### src/rtl/rqn_pkg.sv
package rqn_pkg;

  // Pixels in one 2x2 block, fixed by the port list.
  localparam int unsigned NumPixels = 4;

  // Width of a pixel component and of every result sample.
  localparam int unsigned SampleW = 8;

  // Numerators are the BT.601 sums scaled by 1000; they stay below 2^18.
  localparam int unsigned NumW = 18;

  // The chroma sum of four samples needs two more bits than one sample.
  localparam int unsigned SumW = SampleW + 2;

  // Coefficients scaled by 1000.
  localparam int unsigned YR = 257;
  localparam int unsigned YG = 504;
  localparam int unsigned YB = 98;
  localparam int unsigned YOff = 16000;
  localparam int unsigned UR = 148;
  localparam int unsigned UG = 291;
  localparam int unsigned UB = 439;
  localparam int unsigned VR = 439;
  localparam int unsigned VG = 368;
  localparam int unsigned VB = 71;
  localparam int unsigned COff = 128000;

  // x / 1000 is computed as (x >> 3) / 125, and the division by 125 as a
  // multiplication by ceil(2^22 / 125) and a shift by 22. With x >> 3 below
  // 2^15 the error term stays under one quotient step, so the result is exact.
  localparam int unsigned PreShift = 3;
  localparam int unsigned RecipShift = 22;
  localparam int unsigned Recip = 33555;
  localparam int unsigned RecipW = 16;
  localparam int unsigned DivInW = NumW - PreShift;
  localparam int unsigned ProdW = DivInW + RecipW;

  // Load enables for the two pipeline stages of a lane.
  typedef struct packed {
    logic ld_num;
    logic ld_quo;
  } rqn_lane_ctl_t;

  typedef logic [SampleW-1:0] sample_t;
  typedef logic [NumW-1:0]    num_t;

  // Exact floor(x / 1000) for the numerator range used here.
  function automatic sample_t div_1000(input num_t x);
    logic [DivInW-1:0] y;
    logic [ProdW-1:0]  prod;
    y    = x[NumW-1:PreShift];
    prod = ProdW'(y) * ProdW'(Recip);
    return prod[RecipShift +: SampleW];
  endfunction

endpackage

### src/rtl/rqn_merge.sv
module rqn_merge
  import rqn_pkg::*;
(
  input  logic    clk_i,
  input  logic    ld_i,
  input  sample_t luma_i [NumPixels],
  input  sample_t cb_i   [NumPixels],
  input  sample_t cr_i   [NumPixels],
  output sample_t luma_o [NumPixels],
  output sample_t cb_o,
  output sample_t cr_o
);

  logic [SumW-1:0] cb_sum, cr_sum;
  sample_t         luma_q [NumPixels];
  sample_t         cb_q, cr_q;

  always_comb begin
    cb_sum = '0;
    cr_sum = '0;
    for (int p = 0; p < NumPixels; p++) begin
      cb_sum = cb_sum + SumW'(cb_i[p]);
      cr_sum = cr_sum + SumW'(cr_i[p]);
    end
  end

  // The mean of four is the sum shifted right by two.
  always_ff @(posedge clk_i) begin
    if (ld_i) begin
      luma_q <= luma_i;
      cb_q   <= cb_sum[SumW-1:2];
      cr_q   <= cr_sum[SumW-1:2];
    end
  end

  assign luma_o = luma_q;
  assign cb_o   = cb_q;
  assign cr_o   = cr_q;

endmodule

### config.mk
export PLATFORM = sky130hd
export DESIGN_NAME = rqn_merge
export DESIGN_NICKNAME = d
export VERILOG_FILES = /design/src/rtl/rqn_pkg.sv /design/src/rtl/rqn_merge.sv
export SDC_FILE = /design/constraint.sdc
export NUM_CORES = 1
export LEC_CHECK = 0
export BUFFER_PORTS_ARGS = -buffer_cell sky130_fd_sc_hd__buf_2
export CORE_ASPECT_RATIO = 1.5
export CORE_UTILIZATION = 30
export DETAILED_ROUTE_END_ITERATION = 7
export PLACE_DENSITY_LB_ADDON = 0.05
export SLEW_MARGIN = 30
export SYNTH_ARGS = -nofsm -noshare
export SYNTH_HDL_FRONTEND = slang
export SYNTH_SLANG_ARGS = --single-unit
export TNS_END_PERCENT = 20
### constraint.sdc
create_clock -name clk_i -period 3.45 [get_ports clk_i]
set_clock_uncertainty 0.05 [all_clocks]
set_input_delay 0.69 -clock clk_i [delete_from_list [all_inputs] [get_ports clk_i]]
set_output_delay 0.69 -clock clk_i [all_outputs]
set_load 0.005 [all_outputs]
==> results.py <==
metrics = {
    "synthesis": {
        "synth-edff-count": 48,
        "synth_fp_nets": 386,
        "synthFlopType": "edfxtp_1",
        "seq_area_frac_synth_pct": 48.6,
        "syn_area_um2": 2960,
        "ys_top_cells_by_area": "edfxtp_1 (49%), fa_1 (22%), inv_1 (11%), ha_1 (5.9%), xnor2_1 (2.1%)",
        "yosys_register_bits": 48,
        "yosys.area.top_type": "edfxtp_1",
        "yosysWarnings": 0,
        "ys_types": 23,
        "ys_async_sr_fraction_pct": 0,
        "synth_cells": 242,
        "netlist.area_leader.share_pct": 48.6,
        "synth_most_common_cell": "inv_1",
        "synth.top_cells.by_count": "inv_1 (89), edfxtp_1 (48), fa_1 (32), ha_1 (14), a21oi_1 (11)",
        "syn_avg_cell_area_um2": 12.2,
    },
    "floorplan": {
        "coreArea_um2": 9630,
        "dieArea_um2": 10300,
        "die_w_um": 83.2,
        "ios": 146,
        "std_cell_rows": 44,
        "die_h_um": 124,
        "start_util_pct": 30.8,
    },
    "pwr": {
        "vdd_drop_max_v": 0.000322,
        "p_int_mw": 1.44,
        "p_seq_share_pct": 40.2,
        "p_per_area_nw_per_um2": 510,
        "power_mw": 2.05,
        "p_comb_share_pct": 37.3,
        "leakage_nw": 2.08,
        "p_sw_mw": 0.603,
        "p_clk_share_pct": 22.5,
        "p_sw_share_pct": 29.5,
    },
    "drt": {
        "drt_wl_total_mm": 5.50,
        "drc": 0,
        "ant_nets": 0,
        "drt_iter0_drc": 34,
        "drt_pass1_iterations": 4,
        "drt-wirelength-per-cell_um": 10.7,
        "num_vias": 2148,
        "via_per_inst": 4.17,
    },
    "min_path": {
        "hold_class": "input pin to register",
        "min_path_cells": 1,
    },
    "sta": {
        "hold_viol_final": 0,
        "rsz0062_at_grt": "no",
        "min_period_ns": 3.08,
        "post-route-period-util_pct": 89.2,
        "max_freq_mhz": 325,
        "setup_tns_ns": 0,
        "setup_violations": 0,
        "layout_setup_ws_ns": 0.374,
        "slew_headroom_pct": 66.2,
        "final_max_slew_viol_count": 0,
        "tightestPinTransition_ns": 0.507,
        "hold_ws_ns": 0.533,
    },
    "placement": {
        "gp_congestion": 0.724,
        "dpl.hpwl_mm": 4.67,
        "post-place-ws_ns": 0.0531,
        "portBuffers": 145,
    },
    "run_status": {
        "status": "finished, final reports clean",
    },
    "critical_path": {
        "worst-path-buf-inv": 3,
        "worstPathCellList": "buf_2 -> inv_1 -> fa_1 -> inv_1 -> fa_1 -> nand2_1 -> nor2_1 -> fa_1 -> a211oi_1 -> o21bai_1 -> a21oi_1 -> xnor2_1",
        "cpMostUsedCell": "fa_1",
        "max_stage_delay_ns": 0.52,
        "crit_arrival_ns": 3.06,
        "crit_fanout": 3,
        "path_depth": 12,
        "cp_top_family": "adder cells",
        "worstPathRequired_ns": 3.43,
        "crit_type": "input pin to register",
        "cp-start-kind": "input pin",
        "cp-end-kind": "register",
        "cpMaxStageDelayCell": "fa_1",
    },
    "clock_network": {
        "cts.sink_count": 48,
        "htree_levels": 2,
        "cts_resized": 0,
        "postCtsHoldBufs": 0,
        "cts_buffers": 5,
        "cts_setup_buffers": 0,
        "cts.path.max_buffers": 2,
        "cts_tree": "built",
        "clockRootBuffer": "clkbuf_16",
        "clk_pin_slew_ns": 0.06,
    },
    "grt": {
        "antenna_found_initial": 0,
        "grt_pass1_vias": 2162,
        "grt_use_total_pct": 11.3,
        "grt_pass1_wl_mm": 9.32,
        "grt_overflow": 0,
        "grt_max_degree": 28,
    },
    "flow_run": {
        "maxCapViolCount": 0,
    },
    "final_layout": {
        "area_growth_pct": 35.5,
        "fin_util_pct": 41.7,
        "nets": 543,
        "diodes": 0,
        "drive_above_1_share_pct": 40.0,
    },
}
[power groups by stage]
| stage | combinational [mW] | clock [mW] | sequential, mW |
|---|---|---|---|
| 2_1_floorplan | 0.459 | 0 | 0.853 |
| 5_1_grt | 0.882 | 0.510 | 0.835 |
| 6_report | 0.763 | 0.461 | 0.823 |
| 3_3_place_gp | 0.778 | 0 | 0.836 |
| 4_1_cts | 0.786 | 0.490 | 0.825 |
| 3_5_place_dp | 0.783 | 0 | 0.835 |
[per-layer routing]
layer | wire (µm) | GRT usage [%] | vias to the layer above
met4 | 25 | 2.59 | 0
met2 | 2710 | 19.6 | 98
met1 | 2170 | 13.4 | 987
met3 | 590 | 4.24 | 2
met5 | 0 | 0 | -
li1 | - | - | 1061
[metrics by stage]
stage	instances	area (µm²)
5_1_grt	515	4020
3_5_place_dp	507	3870
6_report	515	4020
4_1_cts	515	4020
3_3_place_gp	507	3870
2_1_floorplan	242	2960
[path summary, 6_finish.rpt]
path | start | to | slack, ns
worst min-delay path | luma_i[15] | luma_o[15] | 0.53
worst max-delay path | cb_i[1] | cb_o[5] | 0.37
[registers in the layout, summed over array words and instances, names as in the netlist]
register	flops
cb_o	8
cr_o	8
luma_o	32
[cells in the final DEF (no fill, tap or decap)]
cell | synthesis | routed
a211oi_1 | 1 | 1
a21o_1 | 1 | 1
a21oi_1 | 11 | 11
a31oi_1 | 2 | 2
and3_1 | 2 | 2
buf_2 | 0 | 145
buf_4 | 0 | 5
clkbuf_16 | 0 | 5
clkinv_1 | 0 | 1
clkinvlp_4 | 0 | 2
edfxtp_1 | 48 | 48
fa_1 | 32 | 32
ha_1 | 14 | 14
inv_1 | 89 | 89
nand2_1 | 5 | 5
nand2b_1 | 1 | 1
nand3b_1 | 1 | 1
nor2_1 | 5 | 5
nor2b_4 | 1 | 1
o21a_1 | 3 | 3
o21ai_0 | 7 | 7
o21bai_1 | 1 | 1
o22ai_1 | 1 | 1
o31a_1 | 3 | 3
o31ai_1 | 2 | 2
or2_2 | 2 | 2
xnor2_1 | 7 | 7
xor2_1 | 3 | 3
[final cells by class]
cell class | count | area, µm²
clock inverters | 3 | 18.8
flip-flops and latches | 48 | 1440
multi-input cells | 105 | 1190
inverters | 89 | 334
well taps | 115 | 144
clock buffers | 5 | 125
repair buffers | 150 | 763
fillers | 970 | 5620
[logic make-up after synthesis]
logic type      Yosys count  share of synthesized area, %
compound gates           32                          6.59
xor+xnor                 10                          2.96
fa+ha+maj                46                          27.5
buf+inv                  89                          11.3
flops                    48                          48.6
simple gates             17                          3.04
No activity file was read; power rests on OpenSTA's default activity.
