### src/rtl/rqn_pkg.sv
package rqn_pkg;

  // Pixels in one 2x2 block, fixed by the port list.
  localparam int unsigned NumPixels = 4;

  // Width of a pixel component and of every result sample.
  localparam int unsigned SampleW = 8;

  // Numerators are the BT.601 sums scaled by 1000; they stay below 2^18.
  localparam int unsigned NumW = 18;

  // The chroma sum of four samples needs two more bits than one sample.
  localparam int unsigned SumW = SampleW + 2;

  // Coefficients scaled by 1000.
  localparam int unsigned YR = 257;
  localparam int unsigned YG = 504;
  localparam int unsigned YB = 98;
  localparam int unsigned YOff = 16000;
  localparam int unsigned UR = 148;
  localparam int unsigned UG = 291;
  localparam int unsigned UB = 439;
  localparam int unsigned VR = 439;
  localparam int unsigned VG = 368;
  localparam int unsigned VB = 71;
  localparam int unsigned COff = 128000;

  // x / 1000 is computed as (x >> 3) / 125, and the division by 125 as a
  // multiplication by ceil(2^22 / 125) and a shift by 22. With x >> 3 below
  // 2^15 the error term stays under one quotient step, so the result is exact.
  localparam int unsigned PreShift = 3;
  localparam int unsigned RecipShift = 22;
  localparam int unsigned Recip = 33555;
  localparam int unsigned RecipW = 16;
  localparam int unsigned DivInW = NumW - PreShift;
  localparam int unsigned ProdW = DivInW + RecipW;

  // Load enables for the two pipeline stages of a lane.
  typedef struct packed {
    logic ld_num;
    logic ld_quo;
  } rqn_lane_ctl_t;

  typedef logic [SampleW-1:0] sample_t;
  typedef logic [NumW-1:0]    num_t;

  // Exact floor(x / 1000) for the numerator range used here.
  function automatic sample_t div_1000(input num_t x);
    logic [DivInW-1:0] y;
    logic [ProdW-1:0]  prod;
    y    = x[NumW-1:PreShift];
    prod = ProdW'(y) * ProdW'(Recip);
    return prod[RecipShift +: SampleW];
  endfunction

endpackage

### src/rtl/rqn_lane.sv
module rqn_lane
  import rqn_pkg::*;
(
  input  logic          clk_i,
  input  rqn_lane_ctl_t ctl_i,
  input  sample_t       red_i,
  input  sample_t       green_i,
  input  sample_t       blue_i,
  output sample_t       luma_o,
  output sample_t       cb_o,
  output sample_t       cr_o
);

  num_t    y_num_q, u_num_q, v_num_q;
  num_t    y_num_d, u_num_d, v_num_d;
  sample_t luma_q, cb_q, cr_q;

  // All three numerators are positive over the full input range, so plain
  // unsigned arithmetic in NumW bits never wraps.
  always_comb begin
    y_num_d = NumW'(YR) * NumW'(red_i) + NumW'(YG) * NumW'(green_i)
            + NumW'(YB) * NumW'(blue_i) + NumW'(YOff);
    u_num_d = NumW'(COff) + NumW'(UB) * NumW'(blue_i)
            - NumW'(UR) * NumW'(red_i) - NumW'(UG) * NumW'(green_i);
    v_num_d = NumW'(COff) + NumW'(VR) * NumW'(red_i)
            - NumW'(VG) * NumW'(green_i) - NumW'(VB) * NumW'(blue_i);
  end

  always_ff @(posedge clk_i) begin
    if (ctl_i.ld_num) begin
      y_num_q <= y_num_d;
      u_num_q <= u_num_d;
      v_num_q <= v_num_d;
    end
  end

  always_ff @(posedge clk_i) begin
    if (ctl_i.ld_quo) begin
      luma_q <= div_1000(y_num_q);
      cb_q   <= div_1000(u_num_q);
      cr_q   <= div_1000(v_num_q);
    end
  end

  assign luma_o = luma_q;
  assign cb_o   = cb_q;
  assign cr_o   = cr_q;

endmodule

### config.mk
export PLATFORM = sky130hd
export DESIGN_NAME = rqn_lane
export DESIGN_NICKNAME = d
export VERILOG_FILES = /design/src/rtl/rqn_pkg.sv /design/src/rtl/rqn_lane.sv
export SDC_FILE = /design/constraint.sdc
export NUM_CORES = 1
export LEC_CHECK = 0
export ABC_CLOCK_PERIOD_IN_PS = 9400
export BUFFER_PORTS_ARGS = -buffer_cell sky130_fd_sc_hd__buf_2
export CORE_MARGIN = 5
export CORE_UTILIZATION = 60
export DETAILED_ROUTE_END_ITERATION = 10
export GPL_ROUTABILITY_DRIVEN = 0
export PLACE_DENSITY = 0.77
export SYNTH_ARGS = -nofsm -noshare
export SYNTH_HDL_FRONTEND = slang
export SYNTH_SLANG_ARGS = --single-unit
### constraint.sdc
create_clock -name clk_i -period 9.4 [get_ports clk_i]
set_clock_uncertainty 0.15 [all_clocks]
set_input_delay 0.47 -clock clk_i [delete_from_list [all_inputs] [get_ports clk_i]]
set_output_delay 0.47 -clock clk_i [all_outputs]
set_load 0.05 [all_outputs]
==> results of run 1 <==
## how the worst max path moves through the flow
| stage | endpoint | slack [ns] | cells after the start |
|---|---|---|---|
| final | v_num_q[16]$_DFFE_PP_ | 1.93 | 26 |
| after global placement | v_num_q[16]$_DFFE_PP_ | 1.77 | 26 |
| after global routing | v_num_q[16]$_DFFE_PP_ | 1.48 | 26 |
| after detailed placement | v_num_q[16]$_DFFE_PP_ | 1.62 | 26 |
| after floorplan | u_num_q[17]$_DFFE_PP_ | 2.29 | 23 |
| after CTS | v_num_q[16]$_DFFE_PP_ | 1.99 | 26 |
## cell type report
class                           count  area, um^2  area share (%)
Inverter                          674        2530           10.83
Multi-Input combinational cell   1494       17610           75.40
Sequential cell                    69        2072           8.870
Antenna cell                        1       2.502         0.01071
Clock buffer                        9       225.2          0.9642
Tap cell                          468       585.6           2.507
Clock inverter                      7       80.08          0.3428
Timing Repair Buffer               50       250.2           1.071
## cells in the final DEF (no fill, tap or decap), drive strengths merged, types with 11 or more instances in the layout
cell type  instances
nand2             55
nor2b             13
xor2              27
nand4             14
edfxtp            69
fa               323
o21ai             45
nand3             22
o21bai            17
nor3              31
a21oi             84
nand2b            11
buf               50
inv              677
a21o              33
ha               602
xnor2             60
nor2              29
## worst max-delay path, cell delays in order
cell	delay, ns
buf_2	0.22
inv_1	0.18
ha_1	0.32
inv_1	0.11
fa_1	0.45
ha_1	0.31
a21o_1	0.18
a21oi_1	0.22
o21ai_0	0.14
a21oi_1	0.25
xor2_1	0.22
fa_1	0.45
inv_1	0.08
fa_1	0.43
fa_1	0.50
inv_1	0.05
fa_1	0.45
fa_1	0.51
fa_1	0.42
ha_1	0.37
o21a_1	0.17
a41oi_1	0.24
o21ai_0	0.17
mux2i_1	0.15
nor3_1	0.18
o311ai_0	0.14
## flip-flops by register name (all words and copies together), names as in the netlist
register	count
cb_o	8
cr_o	8
luma_o	8
u_num_q	15
v_num_q	15
y_num_q	15
## stage by stage
step,area (um^2),utilization [%],hold slack (ns)
final,23360,63.80,0.4901
after global routing,23360,63.80,0.5055
after CTS,23360,63.80,0.4955
after detailed placement,23050,62.96,0.5660
after global placement,23050,62.96,0.5704
after floorplan,22230,-,0.4325
## cell usage after synthesis, types with 3 or more instances
cell	count
a21oi_1	84
nand4_1	14
or3_1	9
a2111oi_0	6
a221oi_1	5
nand3_1	22
a31oi_1	8
a211oi_1	6
xor2_1	27
nor2b_1	13
and3_1	9
o22ai_1	3
o21bai_1	17
inv_1	674
or2_2	8
nor3_1	31
nor3b_1	3
a211o_1	5
a21boi_0	4
ha_1	602
fa_1	323
nand2_1	55
o31a_1	3
a21o_1	33
xnor2_1	60
nand3b_1	4
o21ai_0	44
o21a_1	6
edfxtp_1	69
and2_1	3
nand2b_1	11
nor2_1	29
o211ai_1	6
o311ai_0	4
a41oi_1	4
## kinds of logic after synthesis
| logic type | synth area share, % |
|---|---|
| XOR/XNOR | 3.428 |
| AO/OA/AOI/OAI | 7.515 |
| multiplexers | 0.09007 |
| AND/OR/NAND/NOR | 5.230 |
| buffers and inverters | 11.43 |
| flip-flops | 9.322 |
| adder cells (fa/ha/maj) | 62.98 |
## per-layer routing
| layer | wire length [um] | part of all wire (%) | global-route usage, % |
|---|---|---|---|
| met5 | 39 | 0.083 | 0 |
| met2 | 22410 | 48 | 40.72 |
| met4 | 1134 | 2.4 | 6.280 |
| met3 | 2434 | 5.2 | 3.961 |
| met1 | 20760 | 44 | 31.61 |
==> results.yml, run 1 <==
run_status:
  status: "completed"
synthesis:
  synthesis.nets: 3192
  async_reset_ff_share_pct: 0
  yosysSeqAreaShare_pct: 9.322
  syn_area_per_cell_um2: 9.922
  synth_top_flop_cell: "edfxtp_1"
  netlist.area_leader.share_pct: 33.89
  synthesis.area_mm2: 0.02223
  ys_types: 60
  synth-seq-cells: 69
  syn_inst: 2240
  synth.area.top_cells: "ha_1, fa_1, inv_1, edfxtp_1, xnor2_1"
  synth_edf_count: 69
  synth_top_area_cell: "ha_1"
  ys_warn_count: 0
die:
  die_x_um: 202.5
  initial_core_util_pct: 60.71
  rows: 70
  die_height_um: 202.5
  die-area_mm2: 0.04099
  io_pins: 51
  core_area_mm2: 0.03661
detailed_routing:
  wl_per_cell_um: 16.88
  first_iter_violations: 650
  vias: 15180
  antenna_left: 0
  drc: 0
  drt_wl_total_um: 46780
  vias_per_cell: 5.475
  drtPass1Iterations: 5
clocking:
  cts.clk_slew.worst_paths_ns: 0.06
  hold_buffers: 0
  cts_sinks: 69
  cts_tree: "yes"
  insertion_delay_ns: 0.34
  root_buffer: "clkbuf_16"
  cts_made_buffers: 9
  cts_setup_buffers: 0
  cts_max_level: 3
  clockBufferDepth: 2
  post_cts_resized: 0
global_routing:
  grt_pass1_vias: 16510
  grt_max_degree: 46
  antenna_found_initial: 4
  grt_use_total_pct: 23.77
  grt_overflow: 0
  grt_pass1_wl_um: 79630
place:
  port_buffers: 50
  dp_slack_ns: 1.615
  dp.cells: 2755
  dp_hpwl_um: 42310
critical_path:
  worst-setup-path-type: "in2reg"
  critPathLaunchType: "input pin"
  cp-end-kind: "register"
  rr_startpoint: "y_num_q[16]$_DFFE_PP_"
  cp.required_ns: 9.33
  arrival_ns: 7.40
  startpoint: "green_i[1]"
  r2r_end: "luma_o[6]$_DFFE_PP_"
  r2r_slack_ns: 3.72
  path_max_fanout: 8
  r2r_cells: 16
layout:
  fin_nets: 3250
  syn_to_final_growth_pct: 5.095
  drive_above_1_share_pct: 3.517
  finalNonFillerCells: 2772
  fill_cells: 2921
timing:
  setup-violations-final: 0
  period_share_pct: 79.47
  fin_ws_ns: 1.930
  fmax_mhz: 133.9
  fin_crit_ns: 7.470
  slew_headroom_pct: 33.75
  tightest_slew_ns: 0.9938
  tns_ns: 0
  hold_viol_final: 0
  report.final.slew_viol_count: 0
  rsz0062_at_grt: "false"
job:
  maxCapViolCount: 0
worst_hold_path:
  hold_end: "luma_o[5]$_DFFE_PP_"
  whs_path_depth: 1
  hp-start: "ctl_i[0]"
  hp-class: "in2reg"
Power of run 1 is not shown: default switching activity piles up to over one toggle a cycle in this logic, so the estimate is an artifact.
==> inputs of run 2 (changes only) <==
ABC_CLOCK_PERIOD_IN_PS = 6900   (was 9400)
clock period = 6.9 ns   (was 9.4 ns; I/O delays follow)
==> results.yml, run 2 (synthesis gave the netlist of run 1 again) <==
run_status:
  status: "complete, but fails checks"
  violations: "negative setup slack"
critical_path:
  cp-end-kind: "register"
  cp.required_ns: 6.85
  critPathLaunchType: "input pin"
  arrival_ns: 6.93
  path_max_fanout: 3
  worst-setup-path-type: "in2reg"
detailed_routing:
  topRoutingLayerUsed: "met5"
  drtPass1Iterations: 5
  met1_length_um: 20750
  antenna_left: 0
  route.met2.wl_um: 24120
  first_iter_violations: 686
  vias: 15890
  wl_met3_um: 2642
  vias_per_cell: 5.511
  drt_wl_total_um: 49450
  wl_per_cell_um: 17.15
  drc: 0
layout:
  drive_above_1_share_pct: 10.36
  fill_cells: 2720
  syn_to_final_growth_pct: 10.86
  finalNonFillerCells: 2883
  mostFrequentLayoutCells: "inv_1, ha_1, fa_1"
  largestRegisters: "u_num_q x15, v_num_q x15, y_num_q x15"
  fin_nets: 3361
  final_common_cell: "inv_1"
clocking:
  cts.clk_slew.worst_paths_ns: 0.06
  insertion_delay_ns: 0.35
  root_buffer: "clkbuf_16"
  hold_buffers: 0
  cts_max_level: 3
  cts_tree: "yes"
  cts_made_buffers: 9
  cts_sinks: 69
  clockBufferDepth: 2
timing:
  slew_headroom_pct: 30.03
  setup-violations-final: 1
  tns_ns: -0.08237
  report.final.slew_viol_count: 0
  fmax_mhz: 143.2
  rsz0062_at_grt: "true"
  hold_viol_final: 0
  period_share_pct: 101.2
  fin_crit_ns: 6.982
  tightest_slew_ns: 1.050
  fin_ws_ns: -0.08237
die:
  die-area_mm2: 0.04099
  die_height_um: 202.5
  rows: 70
  io_pins: 51
  initial_core_util_pct: 60.71
  core_area_mm2: 0.03661
  die_x_um: 202.5
place:
  dp_hpwl_um: 43580
  port_buffers: 50
  dp.cells: 2861
worst_hold_path:
  hp-class: "in2reg"
global_routing:
  grt_max_degree: 46
  grt_pass1_vias: 17210
  grt_use_total_pct: 24.65
  grt_overflow: 0
  antenna_found_initial: 2
  grt_pass1_wl_um: 82290
job:
  maxCapViolCount: 0
## run 2: cell types whose count changed in the layout (fill, tap and decap cells not counted), moves of 9 or more
cell and change:
a21oi_1 -9, a21oi_2 +9, buf_4 +108, ha_1 -18
ha_4 +17, o21ai_0 -10
## run 2: timing repair
item / CTS / global route
setup buffers: 0 / 5
gates cloned: 0 / 0
resized for setup: 10 / 66
setup endpoints to repair: 5 / 13
pin swaps: 8 / 33
## run 2: metal layers
metal,track usage [%],vias up
met3,4.424,124
met4,8.972,2
met2,42.58,426
met5,0,-
met1,31.20,7784
li1,-,7553
## run 2: final timing paths
check / from / end / slack (ns) / cells after the start
max: red_i[6] / u_num_q[17]$_DFFE_PP_ / -0.08 / 25
min: ctl_i[0] / luma_o[2]$_DFFE_PP_ / 0.36 / 1
max reg2reg: y_num_q[16]$_DFFE_PP_ / luma_o[6]$_DFFE_PP_ / 1.25 / 16
min reg2reg: v_num_q[17]$_DFFE_PP_ / cr_o[7]$_DFFE_PP_ / 0.60 / 1
## run 2: worst max-delay path, cell delays in order
cell and delay (ns):
buf_2 0.13, ha_4 0.27, ha_4 0.19, fa_1 0.58
ha_4 0.24, a21o_1 0.18, a21oi_2 0.14, o21bai_1 0.11
a21oi_2 0.18, xnor2_1 0.16, ha_1 0.28, fa_1 0.55
inv_2 0.04, fa_1 0.52, inv_2 0.04, fa_1 0.52
fa_1 0.44, fa_1 0.53, inv_2 0.05, ha_4 0.21
a21o_1 0.19, or3_4 0.33, o211ai_1 0.26, a21oi_1 0.11
or3_1 0.34
## run 2: final cells by class
type / count / area (um^2) / share of cell area, %
tap: 468 / 585.6 / 2.376
inverter: 674 / 2530 / 10.27
clock inverter: 7 / 122.6 / 0.4976
clock buffer: 9 / 225.2 / 0.9140
sequential: 69 / 2072 / 8.409
antenna: 1 / 2.502 / 0.01016
multi-input combinational: 1494 / 17980 / 72.98
timing repair buffer: 161 / 1120 / 4.545
## run 2: through the flow
step                util [%]  hold slack, ns  worst slack (ns)  area (um^2)
CTS                    66.32          0.3677          0.004224        24280
detailed placement     65.26          0.5904           -0.5419        23890
floorplan                  -          0.3075           0.01785        22270
global route           67.30          0.3793           -0.2062        24640
finish                 67.30          0.3570          -0.08237        24640
global placement       65.26          0.5905           -0.3658        23890
Power of run 2 is left out for the same reason.
==> inputs of run 3 (changes only) <==
PLACE_DENSITY = 0.85   (was 0.77)
==> results.yml, run 3 (synthesis gave the netlist of run 1 again) <==
run_status:
  status: "complete, but fails checks"
  violations: "negative setup slack"
critical_path:
  worst-setup-path-type: "in2reg"
  arrival_ns: 6.87
  startpoint: "green_i[2]"
  critPathMaxStageDelay_ns: 0.49
  r2r_cells: 16
  r2r_end: "luma_o[6]$_DFFE_PP_"
  cp.required_ns: 6.84
  cp-end-kind: "register"
  critPathLaunchType: "input pin"
  rr_startpoint: "y_num_q[16]$_DFFE_PP_"
  path_max_fanout: 5
  worst_path_max_delay_cell: "fa_1"
  r2r_slack_ns: 1.11
layout:
  syn_to_final_growth_pct: 10.34
  fill_cells: 2507
  fin_nets: 3352
  drive_above_1_share_pct: 9.854
  final_common_cell: "inv_1"
  largestRegisters: "u_num_q x15, v_num_q x15, y_num_q x15"
  finalCoreUtilization_pct: 66.99
  finalNonFillerCells: 2876
  mostFrequentLayoutCells: "inv_1, ha_1, fa_1"
global_routing:
  use_met1_pct: 30.40
  grt_use_met3_pct: 4.568
  grt_pass1_vias: 18240
  top_usage_layer: "met2"
  grt_overflow: 0
  grt_max_degree: 46
  grt_pass1_wl_um: 87130
  met2_usage_pct: 47.04
  grt_use_total_pct: 26.21
  antenna_found_initial: 5
worst_hold_path:
  hold_end: "cr_o[5]$_DFFE_PP_"
  whs_path_depth: 1
  hp-class: "in2reg"
  hp-start: "ctl_i[0]"
place:
  dp.cells: 2854
  dp_hpwl_um: 46280
  dp_slack_ns: -0.6231
  port_buffers: 50
timing:
  fin_ws_ns: -0.02839
  hold_viol_final: 0
  period_share_pct: 100.4
  tightest_slew_ns: 1.039
  report.final.slew_viol_count: 0
  slew_headroom_pct: 30.76
  fmax_mhz: 144.3
  fin_crit_ns: 6.928
  setup-violations-final: 2
  rsz0062_at_grt: "true"
detailed_routing:
  antenna_left: 0
  vias_per_cell: 5.727
  wl_per_cell_um: 18.94
  drc: 0
  vias: 16470
  drt_wl_total_um: 54460
  first_iter_violations: 927
  drtPass1Iterations: 5
die:
  rows: 70
  io_pins: 51
  initial_core_util_pct: 60.71
  die_height_um: 202.5
  core_area_mm2: 0.03661
  die-area_mm2: 0.04099
  die_x_um: 202.5
clocking:
  clockBufferDepth: 2
  insertion_delay_ns: 0.36
  hold_buffers: 0
  cts_sinks: 69
  cts_max_level: 3
  cts.clk_slew.worst_paths_ns: 0.06
  cts_tree: "yes"
  cts_made_buffers: 9
  root_buffer: "clkbuf_16"
job:
  maxCapViolCount: 0
==> run 3: cell types whose count changed in the layout (fill, tap and decap cells not counted), moves of 3 or more <==
cell	previous run	this run
buf_4	108	101
inv_2	6	1
bufinv_16	3	0
inv_1	668	673
==> run 3: how the worst max path moves through the flow <==
stage | endpoint | cells after the start | slack [ns]
floorplan | u_num_q[17]$_DFFE_PP_ | 23 | 0.02
detailed placement | v_num_q[16]$_DFFE_PP_ | 30 | -0.62
CTS | u_num_q[17]$_DFFE_PP_ | 24 | 0.002
global placement | u_num_q[15]$_DFFE_PP_ | 25 | -0.35
global route | v_num_q[16]$_DFFE_PP_ | 29 | -0.23
finish | v_num_q[16]$_DFFE_PP_ | 29 | -0.03
==> run 3: layout make-up <==
type                       count  area, um^2  share of cell area, %
timing repair buffer         152        1020                  4.158
antenna                        3       7.507                0.03061
inverter                     674        2530                  10.32
clock inverter                 7       57.56                 0.2347
clock buffer                   9       225.2                 0.9183
tap                          468       585.6                  2.388
multi-input combinational   1494       18030                  73.51
sequential                    69        2072                  8.449
==> run 3: what timing repair did <==
action	in CTS	in global routing
hold endpoints to repair	0	0
setup buffers	0	3
endpoints found under the setup margin	6	17
pin swaps	6	27
resized for setup	11	53
==> run 3: worst max-delay path, delay by kind of cell <==
family	cells	cell delay, ns
adder cells (fa/ha/maj)	11	4.05
AO/OA/AOI/OAI	7	1.17
AND/OR/NAND/NOR	4	0.75
buffers and inverters	6	0.42
multiplexers	1	0.15
==> run 3: stage by stage <==
step | hold WS, ns | area, um^2 | setup TNS (ns)
6_report | 0.3564 | 24520 | -0.03457
5_1_grt | 0.3885 | 24520 | -0.8761
4_1_cts | 0.3685 | 24150 | 0
3_5_place_dp | 0.5964 | 23840 | -4.659
3_3_place_gp | 0.5894 | 23840 | -2.091
2_1_floorplan | 0.3075 | 22270 | 0
==> run 3: routing by layer <==
metal / share of wire (%) / wire [um] / vias to the layer above
li1: - / - / 7531
met1: 38 / 20500 / 8067
met2: 50 / 27180 / 625
met3: 6.6 / 3571 / 245
met4: 5.9 / 3188 / 4
met5: 0.050 / 27 / -
Power of run 3 is left out for the same reason.
